<file path="config.mk">
export PLATFORM = sky130hd
export DESIGN_NAME = pin_ownership_table_top
export DESIGN_NICKNAME = d
export VERILOG_FILES = /design/src/hw/rtl/pot_pkg.sv /design/src/hw/rtl/pot_ram.sv /design/src/hw/rtl/pot_eval.sv /design/src/hw/rtl/pin_ownership_table_top.sv
export SDC_FILE = /design/constraint.sdc
export NUM_CORES = 1
export LEC_CHECK = 0
export ABC_AREA = 1
export ABC_CLOCK_PERIOD_IN_PS = 11600
export BUFFER_PORTS_ARGS = -buffer_cell sky130_fd_sc_hd__buf_4
export CAP_MARGIN = 20
export CORE_AREA = 2 2 315 317
export CTS_BUF_LIST = sky130_fd_sc_hd__clkbuf_8 sky130_fd_sc_hd__clkbuf_16
export DETAILED_ROUTE_END_ITERATION = 12
export DIE_AREA = 0 0 317 319
export GPL_ROUTABILITY_DRIVEN = 0
export PLACE_DENSITY_LB_ADDON = 0.3
export SETUP_SLACK_MARGIN = 0.5
export SLEW_MARGIN = 20
export SYNTH_ARGS = -nofsm -noshare
export SYNTH_HDL_FRONTEND = slang
export SYNTH_SLANG_ARGS = --single-unit
</file>
<file path="constraint.sdc">
create_clock -name clk -period 11.6 [get_ports clk]
set_input_delay 0.58 -clock clk [delete_from_list [all_inputs] [get_ports clk]]
set_output_delay 0.58 -clock clk [all_outputs]
set_load 0.005 [all_outputs]
</file>
<file path="src/hw/rtl/pot_pkg.sv">
// Shared types, codes and sizes for the pin ownership table.
// No dependencies; imported by pot_eval, the top level and the checker.
package pot_pkg;

  localparam int MAX_PINS   = 64;
  localparam int OWNER_BITS = 8;

  localparam int OP_W       = 3;
  localparam int PIN_W      = 6;
  localparam int OWN_W      = 8;
  localparam int ST_W       = 2;
  localparam int STAT_W     = 3;
  localparam int CNT_W      = 7;
  localparam int CFG_IDX_W  = 2;
  localparam int CFG_DATA_W = 8;

  // Only pins reachable through the pin field need table storage.
  localparam int TBL_DEPTH = (MAX_PINS < (1 << PIN_W)) ? MAX_PINS : (1 << PIN_W);
  localparam int TBL_AW    = (TBL_DEPTH > 1) ? $clog2(TBL_DEPTH) : 1;

  localparam logic [OWN_W-1:0] OWNER_MASK =
    (OWNER_BITS >= OWN_W) ? {OWN_W{1'b1}} : OWN_W'((64'd1 << OWNER_BITS) - 64'd1);

  // ops
  localparam logic [OP_W-1:0] OP_RESERVE = 3'd0;
  localparam logic [OP_W-1:0] OP_CLAIM   = 3'd1;
  localparam logic [OP_W-1:0] OP_RELEASE = 3'd2;
  localparam logic [OP_W-1:0] OP_SET_ISR = 3'd3;
  localparam logic [OP_W-1:0] OP_REL_ALL = 3'd4;
  localparam logic [OP_W-1:0] OP_QUERY   = 3'd5;

  // entry states
  localparam logic [ST_W-1:0] ST_FREE = 2'd0;
  localparam logic [ST_W-1:0] ST_RESV = 2'd1;
  localparam logic [ST_W-1:0] ST_HELD = 2'd2;

  // status codes
  localparam logic [STAT_W-1:0] STAT_OK        = 3'd0;
  localparam logic [STAT_W-1:0] STAT_RANGE     = 3'd1;
  localparam logic [STAT_W-1:0] STAT_BUSY      = 3'd2;
  localparam logic [STAT_W-1:0] STAT_DENIED    = 3'd3;
  localparam logic [STAT_W-1:0] STAT_NOT_HELD  = 3'd4;
  localparam logic [STAT_W-1:0] STAT_NOT_OWNER = 3'd5;

  // config register indexes
  localparam logic [CFG_IDX_W-1:0] CFG_PIN_COUNT    = 2'd0;
  localparam logic [CFG_IDX_W-1:0] CFG_KERNEL_OWNER = 2'd1;

  typedef struct packed {
    logic [ST_W-1:0]  st;
    logic [OWN_W-1:0] own;
    logic             isr;
  } entry_t;

  localparam int ENTRY_W = $bits(entry_t);

  typedef struct packed {
    logic [OP_W-1:0]  op;
    logic [PIN_W-1:0] pin;
    logic [OWN_W-1:0] who;
    logic             flag;
  } req_t;

  typedef struct packed {
    logic              wr;
    entry_t            wdata;
    logic [CNT_W-1:0]  nonfree_next;
    logic [STAT_W-1:0] status;
    entry_t            rep;
    logic              writable;
    logic              reservable;
    logic              held_by_asker;
  } eval_t;

  typedef struct packed {
    logic [STAT_W-1:0] status;
    logic [PIN_W-1:0]  pin;
    entry_t            ent;
    logic              writable;
    logic              reservable;
    logic              held_by_asker;
    logic [CNT_W-1:0]  freed;
    logic [CNT_W-1:0]  total;
    logic              last;
  } rsp_t;

  typedef enum logic [3:0] {
    S_IDLE  = 4'b0001,
    S_RMW   = 4'b0010,
    S_COUNT = 4'b0100,
    S_FREE  = 4'b1000
  } state_t;

endpackage

</file>
<file path="src/hw/rtl/pot_ram.sv">
// Generic single-write, single-read RAM with registered read data.
// No dependencies.
module pot_ram #(
  parameter int WIDTH = 8,
  parameter int DEPTH = 16
) (
  input  logic                                     clk,
  input  logic                                     we,
  input  logic [((DEPTH > 1) ? $clog2(DEPTH) : 1)-1:0] waddr,
  input  logic [WIDTH-1:0]                         wdata,
  input  logic [((DEPTH > 1) ? $clog2(DEPTH) : 1)-1:0] raddr,
  output logic [WIDTH-1:0]                         rdata
);

  logic [WIDTH-1:0] mem [DEPTH];

  always_ff @(posedge clk) begin
    if (we) begin
      mem[waddr] <= wdata;
    end
    rdata <= mem[raddr];
  end

endmodule

</file>
<file path="src/hw/rtl/pot_eval.sv">
// Single-pin request evaluation: status, entry update and reported flags.
// Depends on pot_pkg.
module pot_eval (
  input  pot_pkg::req_t                 req,
  input  pot_pkg::entry_t               ent,
  input  logic                          in_range,
  input  logic [pot_pkg::OWN_W-1:0]     kown,
  input  logic [pot_pkg::CNT_W-1:0]     nonfree,
  output pot_pkg::eval_t                ev
);
  import pot_pkg::*;

  logic   bad;
  logic   held;
  logic   mine;
  entry_t rep;

  always_comb begin
    bad  = !in_range || (req.op > OP_QUERY);
    held = (ent.st == ST_HELD);
    mine = held && (ent.own == req.who);

    ev              = '0;
    ev.wdata        = ent;
    ev.nonfree_next = nonfree;
    ev.status       = STAT_OK;

    if (bad) begin
      ev.status = STAT_RANGE;
    end else begin
      unique case (req.op)
        OP_RESERVE: begin
          if (held) begin
            ev.status = STAT_BUSY;
          end else begin
            ev.wr    = 1'b1;
            ev.wdata = '{st: ST_RESV, own: kown, isr: 1'b0};
            if (ent.st == ST_FREE) begin
              ev.nonfree_next = CNT_W'(nonfree + 1'b1);
            end
          end
        end
        OP_CLAIM: begin
          if (ent.st == ST_RESV) begin
            ev.status = STAT_DENIED;
          end else if (held && !mine) begin
            ev.status = STAT_BUSY;
          end else begin
            ev.wr       = 1'b1;
            ev.wdata.st = ST_HELD;
            ev.wdata.own = req.who;
            if (ent.st == ST_FREE) begin
              ev.nonfree_next = CNT_W'(nonfree + 1'b1);
            end
          end
        end
        OP_RELEASE: begin
          if (!held) begin
            ev.status = (ent.st == ST_RESV) ? STAT_DENIED : STAT_NOT_HELD;
          end else if (!mine) begin
            ev.status = STAT_NOT_OWNER;
          end else begin
            ev.wr    = 1'b1;
            ev.wdata = '0;
            if (nonfree != '0) begin
              ev.nonfree_next = CNT_W'(nonfree - 1'b1);
            end
          end
        end
        OP_SET_ISR: begin
          if (!mine) begin
            ev.status = STAT_NOT_OWNER;
          end else begin
            ev.wr        = 1'b1;
            ev.wdata.isr = req.flag;
          end
        end
        default: ;  // query: read only
      endcase
    end

    // release reports the entry as it was; other ops the entry after; out-of-range a zero entry
    if (bad) begin
      rep = '0;
    end else if (req.op == OP_RELEASE || !ev.wr) begin
      rep = ent;
    end else begin
      rep = ev.wdata;
    end

    ev.rep           = rep;
    ev.writable      = !bad && ((rep.st == ST_FREE) ||
                                (rep.st == ST_HELD && rep.own == req.who));
    ev.reservable    = !bad && (rep.st != ST_HELD);
    ev.held_by_asker = !bad && (rep.st == ST_HELD) && (rep.own == req.who);
  end

endmodule

</file>
<file path="src/hw/rtl/pin_ownership_table_top.sv">
// Pin ownership table: one entry per pin (state, owner, interrupt flag) kept in a
// single-port-read RAM with a registered read; depends on pot_pkg, pot_ram, pot_eval.
//
// A single-pin request (reserve, claim, release, set interrupt flag, query)
// issues the table read in the accept cycle; the entry is evaluated and
// written back in the RMW state, once the result register is free. Release
// all of an owner runs two passes over the pins in range: a counting pass
// over pin_count pins (saturated to the table depth), then a freeing pass
// that emits one item per freed pin, at most one per cycle when the output
// does not stall. If the owner holds nothing, one item with status ok and
// last set comes back. Every item carries claimed_total as it stands after
// the whole request, so the count is known before the first freed pin is
// reported. Reset and a pin_count write clear the table at once through
// per-entry valid bits; no clearing pass is needed. The result sits in an
// output register, so a new request is taken while the previous result
// still waits on rsp_stall. Configuration (cfg_ready is always high) must be
// written only while idle; the block does not enforce it.
module pin_ownership_table_top (
  input  logic                               clk,
  input  logic                               rst,
  // request channel
  input  logic                               req_valid,
  output logic                               req_stall,
  input  logic [pot_pkg::OP_W-1:0]           op,
  input  logic [pot_pkg::PIN_W-1:0]          pin,
  input  logic [pot_pkg::OWN_W-1:0]          owner,
  input  logic                               isr_flag,
  // result channel
  output logic                               rsp_valid,
  input  logic                               rsp_stall,
  output logic [pot_pkg::STAT_W-1:0]         status,
  output logic [pot_pkg::PIN_W-1:0]          pin_out,
  output logic [pot_pkg::ST_W-1:0]           pin_state,
  output logic [pot_pkg::OWN_W-1:0]          owner_out,
  output logic                               isr_out,
  output logic                               writable,
  output logic                               reservable,
  output logic                               held_by_asker,
  output logic [pot_pkg::CNT_W-1:0]          freed_count,
  output logic [pot_pkg::CNT_W-1:0]          claimed_total,
  output logic                               last,
  // configuration write channel
  input  logic                               cfg_valid,
  output logic                               cfg_ready,
  input  logic [pot_pkg::CFG_IDX_W-1:0]      cfg_index,
  input  logic [pot_pkg::CFG_DATA_W-1:0]     cfg_data
);
  import pot_pkg::*;

  localparam logic [CNT_W-1:0] DEPTH_C = CNT_W'(TBL_DEPTH);

  // control
  state_t               state;
  logic [TBL_AW-1:0]    idx;
  logic [CNT_W-1:0]     cnt;        // matches seen in counting pass
  logic [CNT_W-1:0]     total;      // pins to free in this release all
  logic [CNT_W-1:0]     freed;      // pins freed so far
  logic [CNT_W-1:0]     nonfree;
  logic [CNT_W-1:0]     pin_count;
  logic [OWN_W-1:0]     kown;
  logic [TBL_DEPTH-1:0] vld;
  logic                 rd_vld;

  // payload
  req_t                 req;
  rsp_t                 rsp;

  // table port
  logic                 ram_we;
  logic [TBL_AW-1:0]    ram_waddr;
  entry_t               ram_wdata;
  logic [TBL_AW-1:0]    ram_raddr;
  logic [ENTRY_W-1:0]   ram_q;

  entry_t               ent;
  eval_t                ev;
  logic [CNT_W-1:0]     lim;
  logic                 in_range;
  logic                 req_acc;
  logic                 slot_free;
  logic                 match;
  logic                 scan_end;
  logic [CNT_W-1:0]     cnt_total;
  logic [CNT_W-1:0]     freed_inc;
  logic                 free_emit;
  logic                 free_adv;
  logic                 rmw_done;
  logic                 empty_emit;
  logic                 rsp_load;
  logic [CNT_W-1:0]     pc_in;

  assign cfg_ready = 1'b1;
  assign req_stall = !(state == S_IDLE);
  assign req_acc   = req_valid && !req_stall;
  assign slot_free = !rsp_valid || !rsp_stall;

  // pins scanned / in range: pin_count capped at the table depth
  assign lim      = (pin_count > DEPTH_C) ? DEPTH_C : pin_count;
  assign in_range = ({1'b0, req.pin} < lim);

  // never-written entries read as free
  assign ent       = rd_vld ? entry_t'(ram_q) : '0;
  assign match     = (ent.st == ST_HELD) && (ent.own == req.who);
  assign scan_end  = (CNT_W'(idx) == CNT_W'(lim - 1'b1));
  assign cnt_total = CNT_W'(cnt + CNT_W'(match));
  assign freed_inc = CNT_W'(freed + 1'b1);

  assign rmw_done   = (state == S_RMW) && slot_free;
  assign empty_emit = (state == S_FREE) && (total == '0) && slot_free;
  assign free_emit  = (state == S_FREE) && (total != '0) && match && slot_free;
  assign free_adv   = (state == S_FREE) && (total != '0) && (!match || slot_free);
  assign rsp_load   = rmw_done || empty_emit || free_emit;

  assign pc_in = (32'(cfg_data[CNT_W-1:0]) > MAX_PINS) ? CNT_W'(MAX_PINS)
                                                       : cfg_data[CNT_W-1:0];

  pot_eval u_eval (
    .req      (req),
    .ent      (ent),
    .in_range (in_range),
    .kown     (kown),
    .nonfree  (nonfree),
    .ev       (ev)
  );

  // read address: next entry is fetched while the current one is evaluated
  always_comb begin
    unique case (state)
      S_IDLE:  ram_raddr = (op == OP_REL_ALL) ? '0 : pin[TBL_AW-1:0];
      S_RMW:   ram_raddr = req.pin[TBL_AW-1:0];
      S_COUNT: ram_raddr = scan_end ? '0 : TBL_AW'(idx + 1'b1);
      S_FREE:  ram_raddr = free_adv ? TBL_AW'(idx + 1'b1) : idx;
      default: ram_raddr = idx;
    endcase
  end

  always_comb begin
    ram_we    = 1'b0;
    ram_waddr = idx;
    ram_wdata = '0;
    if (rmw_done && ev.wr) begin
      ram_we    = 1'b1;
      ram_waddr = req.pin[TBL_AW-1:0];
      ram_wdata = ev.wdata;
    end else if (free_emit) begin
      ram_we = 1'b1;
    end
  end

  pot_ram #(
    .WIDTH (ENTRY_W),
    .DEPTH (TBL_DEPTH)
  ) u_tbl (
    .clk   (clk),
    .we    (ram_we),
    .waddr (ram_waddr),
    .wdata (ram_wdata),
    .raddr (ram_raddr),
    .rdata (ram_q)
  );

  // control state
  always_ff @(posedge clk) begin
    if (rst) begin
      state     <= S_IDLE;
      idx       <= '0;
      cnt       <= '0;
      total     <= '0;
      freed     <= '0;
      nonfree   <= '0;
      pin_count <= '0;
      kown      <= '0;
      vld       <= '0;
      rd_vld    <= 1'b0;
      rsp_valid <= 1'b0;
    end else begin
      rd_vld <= vld[ram_raddr];
      if (ram_we) begin
        vld[ram_waddr] <= 1'b1;
      end

      // a new item is only loaded once the slot is free
      if (rsp_load) begin
        rsp_valid <= 1'b1;
      end else if (rsp_valid && !rsp_stall) begin
        rsp_valid <= 1'b0;
      end

      unique case (state)
        S_IDLE: begin
          if (req_acc) begin
            idx   <= '0;
            cnt   <= '0;
            freed <= '0;
            total <= '0;
            if (op != OP_REL_ALL) begin
              state <= S_RMW;
            end else if (lim == '0) begin
              state <= S_FREE;
            end else begin
              state <= S_COUNT;
            end
          end
        end
        S_RMW: begin
          if (slot_free) begin
            nonfree <= ev.nonfree_next;
            state   <= S_IDLE;
          end
        end
        S_COUNT: begin
          if (scan_end) begin
            // claimed_total must be final on every item, so settle it now
            total   <= cnt_total;
            nonfree <= (nonfree > cnt_total) ? CNT_W'(nonfree - cnt_total) : '0;
            idx     <= '0;
            state   <= S_FREE;
          end else begin
            cnt <= cnt_total;
            idx <= TBL_AW'(idx + 1'b1);
          end
        end
        S_FREE: begin
          if (empty_emit) begin
            state <= S_IDLE;
          end else if (free_adv) begin
            idx <= TBL_AW'(idx + 1'b1);
            if (free_emit) begin
              freed <= freed_inc;
              if (freed_inc == total) begin
                state <= S_IDLE;
              end
            end
          end
        end
        default: state <= S_IDLE;
      endcase

      // configuration must be written only while idle; the block does not enforce it
      if (cfg_valid && cfg_ready) begin
        unique case (cfg_index)
          CFG_PIN_COUNT: begin
            pin_count <= pc_in;
            vld       <= '0;
            nonfree   <= '0;
          end
          CFG_KERNEL_OWNER: kown <= cfg_data[OWN_W-1:0] & OWNER_MASK;
          default: ;
        endcase
      end
    end
  end

  // payload registers
  always_ff @(posedge clk) begin
    if (req_acc) begin
      req.op   <= op;
      req.pin  <= pin;
      req.who  <= owner & OWNER_MASK;
      req.flag <= isr_flag;
    end

    if (rmw_done) begin
      rsp.status        <= ev.status;
      rsp.pin           <= req.pin;
      rsp.ent           <= ev.rep;
      rsp.writable      <= ev.writable;
      rsp.reservable    <= ev.reservable;
      rsp.held_by_asker <= ev.held_by_asker;
      rsp.freed         <= '0;
      rsp.total         <= ev.nonfree_next;
      rsp.last          <= 1'b1;
    end else if (empty_emit) begin
      rsp <= '{status: STAT_OK, pin: '0, ent: '0, writable: 1'b0, reservable: 1'b0,
               held_by_asker: 1'b0, freed: '0, total: nonfree, last: 1'b1};
    end else if (free_emit) begin
      // entry as it was before freeing
      rsp.status        <= STAT_OK;
      rsp.pin           <= PIN_W'(idx);
      rsp.ent           <= '{st: ST_HELD, own: req.who, isr: ent.isr};
      rsp.writable      <= 1'b1;
      rsp.reservable    <= 1'b0;
      rsp.held_by_asker <= 1'b1;
      rsp.freed         <= freed_inc;
      rsp.total         <= nonfree;
      rsp.last          <= (freed_inc == total);
    end
  end

  assign status        = rsp.status;
  assign pin_out       = rsp.pin;
  assign pin_state     = rsp.ent.st;
  assign owner_out     = rsp.ent.own;
  assign isr_out       = rsp.ent.isr;
  assign writable      = rsp.writable;
  assign reservable    = rsp.reservable;
  assign held_by_asker = rsp.held_by_asker;
  assign freed_count   = rsp.freed;
  assign claimed_total = rsp.total;
  assign last          = rsp.last;

endmodule

</file>
==> impl_metrics.csv, run 1 <==
group,metric,value,unit
critical_path,r2r_cells,17,
die,ios,74,
critical_path,worstPathCellList,"nand2_1 -> nand2_1 -> nand3_1 -> nor2_1 -> nand3_2 -> o21ai_2 -> nand2_2 -> a22oi_1 -> nand2_1 -> nand2_4 -> clkinv_2 -> buf_4 -> o211ai_1 -> nand3_1 -> nand3_1 -> nand3_1 -> nand2_1",
synth,syn_inst,3655,
timing,tightest_slew,1.061,ns
timing,maxSlewViolCount,0,
cts,cts_tree,"yes",
grt,grt.busiest_layer,"met2",
critical_path,crit_path_start,"rd_vld",
synth,yosysTopAreaCellShare,58.12,%
synth,synth_cell_types,54,
die,start_util,39.77,%
synth,yosysSeqAreaShare,65.23,%
timing,fin_skew,0.04041,ns
critical_path,cp.depth,17,
timing,tns,0,ns
placed_design,post-place-ws,6.104,ns
critical_path,crit_buf_inv,2,
drt,drtIter0Drc,2984,
run,drv_cap,0,
grt,antenna_found_initial,0,
layout,syn2layout_area_growth,12.86,%
drt,finalWirelength,107900,um
die,rows,115,
die,die_x,317,um
placed_design,dpl.hpwl,63030,um
synth,synth.most_common_cell,"edfxtp_1",
layout,fin_util,44.88,%
placed_design,portBuffers,72,
critical_path,slowest_delay,0.82,ns
synth,synth_area_leaders,"edfxtp_1, dfxtp_1, nor2_1",
critical_path,critical_path.top_delay_family,"simple AND/OR/NAND/NOR gates",
timing,slew_headroom,29.27,%
drt,ant_nets,0,
drt,drtPass1Iterations,6,
pwr,vdd_drop_max,0.2258,mV
grt,grt-ovfl-total,0,
drt,vias_per_cell,5.391,
synth,syn_area_per_cell,10.63,sq um
cts,clkTransAtPathRegs,0.06,ns
cts,htreeDepth,3,
cts,clkSinkCount,890,
synth,netlist_area,0.03885,sq mm
drt,vias,27280,
synth,synth_edf_count,752,
grt,grt_pass1_vias,25999,
critical_path,critPathArrivalTime,6.19,ns
pwr,p_total,8.484,mW
critical_path,cp-endpoint,"u_tbl.rdata[1]",
timing,fmax,177.7,MHz
cts,clock_latency,0.67,ns
critical_path,worst_setup_path_end_kind,"flip-flop",
placed_design,dp_cells,4882,
cts,cts_made_buffers,94,
synth,synth_top_flop_cell,"edfxtp_1",
cts,cts.hold.buffers_added,0,
timing,setup_ws,5.972,ns
timing,finalCritPeriodShare,48.52,%
cts,cts-root-buf,"clkbuf_16",
drt,drc,0,
grt,grt_pass1_wl,161900,um
critical_path,crit_type,"reg -> reg",
hold_path,min_from,"owner[6]",
synth,synth_common_cells,"edfxtp_1, nor2_1, nand2_1",
critical_path,start_kind,"flip-flop",
critical_path,slowest_stage,"dfxtp_1",
synth,ys_ff_latch,890,
hold_path,hp-class,"in -> reg",
synth,yosysWarnings,0,
timing,setup_violations,0,
timing,rsz0062_at_grt,"false",
synth,synthArstFlopShare,0,%
die,die_area,0.1011,sq mm
cts,post_cts_resize_count,0,
layout,drive_gt1_share,10.47,%
pwr,powerDensity,193.5,mW/mm^2
critical_path,r2r_end,"u_tbl.rdata[1]",
critical_path,crit_fanout,66,
layout,finalNonFillerCells,5060,
pwr,leakage,14.82,nW
synth,yosysTopAreaCell,"edfxtp_1",
grt,grt_max_degree,189,
critical_path,reg2reg_slack,5.97,ns
critical_path,worstReg2RegStart,"rd_vld",
layout,fin_nets,3746,
synth,synth_fp_nets,3710,
grt,met2_usage,35.13,%
cts,clockBufferDepth,3,
timing,fin_crit,5.628,ns
drt,detail_route.wl_per_cell,21.33,um
die,die_h,319,um
critical_path,required,12.16,ns
grt,met3_usage,3.102,%
hold_path,holdPathStages,1,
timing,finalHoldViolCount,0,
cts,postCtsSetupRepairBufs,0,
status,status,"finished, final reports clean",
die,fp.coreArea,0.09770,sq mm
grt,use_met1,27.66,%
grt,grt_usage,21.06,%
## metrics by stage
step / hold WS [ns] / cell area (sq um)
after CTS: 0.06796 / 43830
after global placement: 0.4489 / 40610
after detailed placement: 0.4562 / 40660
after global routing: 0.07957 / 43850
after floorplan: 0.4403 / 38850
final: 0.09760 / 43850
## logic make-up after synthesis
family	count (synthesis)	synth area share (%)
simple gates	1474	16.22
flops	890	65.23
compound gates	652	10.56
buf+inv	581	6.457
xor+xnor	35	0.7890
fa+ha+maj	22	0.7278
other cells	1	0.009652
## final cells by class
type	instances	area (sq um)
well taps	1287	1610
diodes	2	5.005
fillers	9003	53850
inverters	384	1443
clock buffers	99	2444
multi-input cells	2184	11210
flip-flops and latches	890	25340
clock inverters	77	726.9
repair buffers	137	1065
## routing by layer
| layer | vias to the layer above | part of all wire (%) | wire [um] |
|---|---|---|---|
| met3 | 191 | 5.9 | 6326 |
| met1 | 13328 | 42 | 45270 |
| li1 | 12840 | - | - |
| met2 | 921 | 48 | 52180 |
| met5 | - | 0 | 0 |
| met4 | 0 | 3.8 | 4153 |
## worst register-to-register path: stages, from the launching register on
cell      delay, ns
dfxtp_1        0.82
nand2_1        0.21
nand2_1        0.11
nand3_1        0.09
nor2_1         0.16
nand3_2        0.32
o21ai_2        0.31
nand2_2        0.11
a22oi_1        0.20
nand2_1        0.13
nand2_4        0.47
clkinv_2       0.76
buf_4          0.65
o211ai_1       0.35
nand3_1        0.18
nand3_1        0.20
nand3_1        0.28
nand2_1        0.19
## layout by cell type, fill, tap and decap left out, types with 9 or more instances in the layout
cell type / n
nand2_1: 450
clkbuf_16: 96
clkinv_2: 20
o21ai_0: 239
o22ai_1: 15
o211ai_1: 269
inv_1: 367
edfxtp_1: 752
nand3_1: 368
xor2_1: 29
nand4_1: 25
nor3_1: 20
nor2_1: 533
buf_4: 134
ha_1: 21
a21oi_4: 9
bufinv_16: 12
nand2_2: 13
a21oi_1: 67
dfxtp_1: 138
nor2_2: 36
o21ai_2: 9
clkinv_1: 28
inv_2: 25
## how the worst min path moves through the flow
stage / endpoint / slack, ns
floorplan: vld[0] / 0.44
global placement: vld[40] / 0.45
detailed placement: freed_count[6] / 0.46
CTS: req[7] / 0.07
global route: req[1] / 0.08
finish: req[7] / 0.1
## power by group
group	leakage (nW)	internal (mW)	switching, mW	total, mW
registers	6.45	3.47	0.0848	3.55
clock network	1.60	1.79	1.27	3.07
logic	6.77	0.505	1.36	1.86
total	14.8	5.77	2.72	8.48
## state kept, by name (all words and copies together), names as in the netlist, 6 cells and up
register,flops
pin_count,7
vld,64
u_tbl.mem,704
req,18
kown,8
u_tbl.rdata,11
claimed_total,7
nonfree,7
idx,6
owner_out,8
freed,7
cnt,7
pin_out,6
freed_count,7
total,7
Power figures use the tool's default switching activity.
==> run 2, diff against run 1 <==
- ABC_AREA: 1 -> 0
- ABC_CLOCK_PERIOD_IN_PS: 11600 -> 5600
- CORE_AREA: 2 2 315 317 -> 2 2 312 314
- DIE_AREA: 0 0 317 319 -> 0 0 314 316
- clock period: 11.6 -> 5.6 ns (I/O delays scaled with it)
==> impl_metrics.csv, run 2 <==
group,metric,value,unit
cts,cts_tree,"yes",
drt,drtPass1Iterations,5,
layout,layout_common_cells,"edfxtp_1, nand2_1, mux2i_1, buf_4, dfxtp_1",
drt,vias,25557,
cts,clock_latency,0.69,ns
placed_design,dpl.hpwl,67980,um
synth,synth_cell_types,97,
synth,synth_area_leaders,"edfxtp_1, dfxtp_1, mux2i_1",
layout,drive_gt1_share,14.97,%
synth,yosysTopAreaCell,"edfxtp_1",
die,die_area,0.09922,sq mm
layout,top_regs,"u_tbl.mem: 704 flops, vld: 64 flops, req: 18 flops",
die,ios,74,
drt,drtIter0Drc,2799,
die,die_x,314,um
pwr,vdd_drop_max,0.2704,mV
timing,tns,0,ns
die,fp.coreArea,0.09599,sq mm
cts,postCtsSetupRepairBufs,0,
timing,setup_ws,0.6907,ns
grt,grt_pass1_vias,23985,
timing,tightest_slew,1.104,ns
die,rows,114,
layout,regMostFlops,"u_tbl.mem",
cts,cts_made_buffers,95,
placed_design,portBuffers,72,
cts,clockBufferDepth,3,
critical_path,crit_type,"reg -> reg",
critical_path,worst_setup_path_end_kind,"flip-flop",
synth,synth_edf_count,752,
synth,synth_common_cells,"edfxtp_1, nand2_1, mux2i_1",
layout,fill_cells,8421,
timing,setup_violations,0,
pwr,powerDensity,380.3,mW/mm^2
timing,rsz0062_at_grt,"false",
timing,fin_skew,0.05136,ns
synth,yosysWarnings,0,
grt,antenna_found_initial,0,
grt,grt_max_degree,114,
synth,yosysSeqAreaShare,66.57,%
critical_path,slowest_stage,"mux2i_1",
critical_path,worstPathCellList,"nand2_1 -> or4b_1 -> a32o_1 -> o41ai_1 -> nand3_1 -> a21oi_4 -> nand2_2 -> mux2i_1 -> nand2_1 -> nor2_1 -> buf_4",
synth,synth.most_common_cell,"edfxtp_1",
cts,clkTransAtPathRegs,0.07,ns
timing,fin_crit,4.909,ns
synth,syn_area_per_cell,13.00,sq um
drt,vias_per_cell,5.772,
timing,slew_headroom,26.02,%
critical_path,critical_path.top_delay_family,"simple AND/OR/NAND/NOR gates",
critical_path,required,5.97,ns
timing,finalHoldViolCount,0,
run,drv_cap,0,
grt,grt_pass1_wl,159000,um
synth,synthArstFlopShare,0,%
timing,fmax,203.7,MHz
critical_path,slowest_delay,0.63,ns
critical_path,crit_buf_inv,1,
synth,synth_fp_nets,2983,
layout,multi_input_area,0.01220,sq mm
cts,htreeDepth,3,
timing,maxSlewViolCount,0,
critical_path,critPathArrivalTime,5.28,ns
grt,grt_usage,21.27,%
synth,netlist_area,0.03807,sq mm
timing,whs,0.07995,ns
layout,fin_nets,3125,
layout,antenna_cells,0,
drt,ant_nets,0,
drt,finalWirelength,107300,um
synth,synth_top_flop_cell,"edfxtp_1",
cts,cts-root-buf,"clkbuf_16",
critical_path,cpMostUsedCell,"nand2_1",
synth,syn_inst,2928,
synth,yosysTopAreaCellShare,59.32,%
pwr,leakage,14.80,nW
placed_design,post-place-ws,0.5769,ns
critical_path,start_kind,"flip-flop",
die,start_util,39.66,%
die,die_h,316,um
critical_path,crit_fanout,16,
grt,grt-ovfl-total,0,
cts,clkSinkCount,890,
timing,finalCritPeriodShare,87.67,%
layout,largest_reg_flops,704,
layout,layout_commonest_cell,"edfxtp_1",
layout,syn2layout_area_growth,16.97,%
hold_path,hp-class,"in -> reg",
layout,regArea,0.02535,sq mm
synth,ys_ff_latch,890,
drt,detail_route.wl_per_cell,24.22,um
drt,drc,0,
status,status,"finished, final reports clean",
==> run 2: changes by cell type after synthesis, sizes merged, moves of 49 or more <==
cell    change
inv       -356
o211ai    -260
o21ai     -194
nor2      -426
nand3     -257
mux2i     +215
o21a       +68
a32oi      +49
==> run 2: final timing paths <==
check | from | endpoint | slack (ns) | cells past startpoint
setup / recovery | req[3] | u_tbl.mem[49][8] | 0.69 | 11
hold / removal | rst | idx[3] | 0.08 | 2
setup reg to reg | req[3] | u_tbl.mem[49][8] | 0.69 | 11
hold reg to reg | vld[19] | vld[19] | 0.46 | 1
==> run 2: cells by family after synthesis <==
group                      share of synthesized area (%)
muxes                                              5.978
AOI/OAI and AO/OA                                  11.73
xor gates and xnor gates                          0.7592
other                                           0.009851
adders and majority gates                         0.7428
buffers and inverters                              2.593
DFF                                                66.57
and+or+nand+nor                                    11.61
==> run 2: power breakdown <==
group	switching (mW)	internal, mW
Clock	2.70	3.76
Sequential	0.164	7.19
Combinational	2.03	1.09
==> run 2: cell type report <==
class                           instances  area share (%)
Timing Repair Buffer                  236           4.560
Sequential cell                       890           56.92
Clock inverter                         79           1.818
Multi-Input combinational cell       1823           27.40
Clock buffer                          100           5.519
Tap cell                             1276           3.585
Inverter                               24          0.2023
==> run 2: timing repair <==
item	CTS	global route
gates resized for setup	0	13
endpoints found under the setup margin	0	92
hold buffers	27	0
hold endpoints to repair	34	0
==> run 2: layer usage <==
| layer | share of wire [%] | global-route usage [%] | up-vias |
|---|---|---|---|
| met5 | 0 | 0 | - |
| met4 | 2.9 | 7.155 | 0 |
| met3 | 7.2 | 3.089 | 162 |
| met2 | 47 | 33.74 | 1044 |
| met1 | 43 | 30.06 | 12803 |
| li1 | - | - | 11548 |
==> run 2: metrics by stage <==
stage                     area, sq um  total power, mW  utilization [%]  cells
after floorplan                 38070            9.450                -   2928
after global placement          40820            10.52            42.52   4216
after detailed placement        40880            10.53            42.59   4218
after CTS                       44420            16.98            46.27   4424
after global routing            44530            17.51            46.39   4428
final                           44530            16.93            46.39   4428
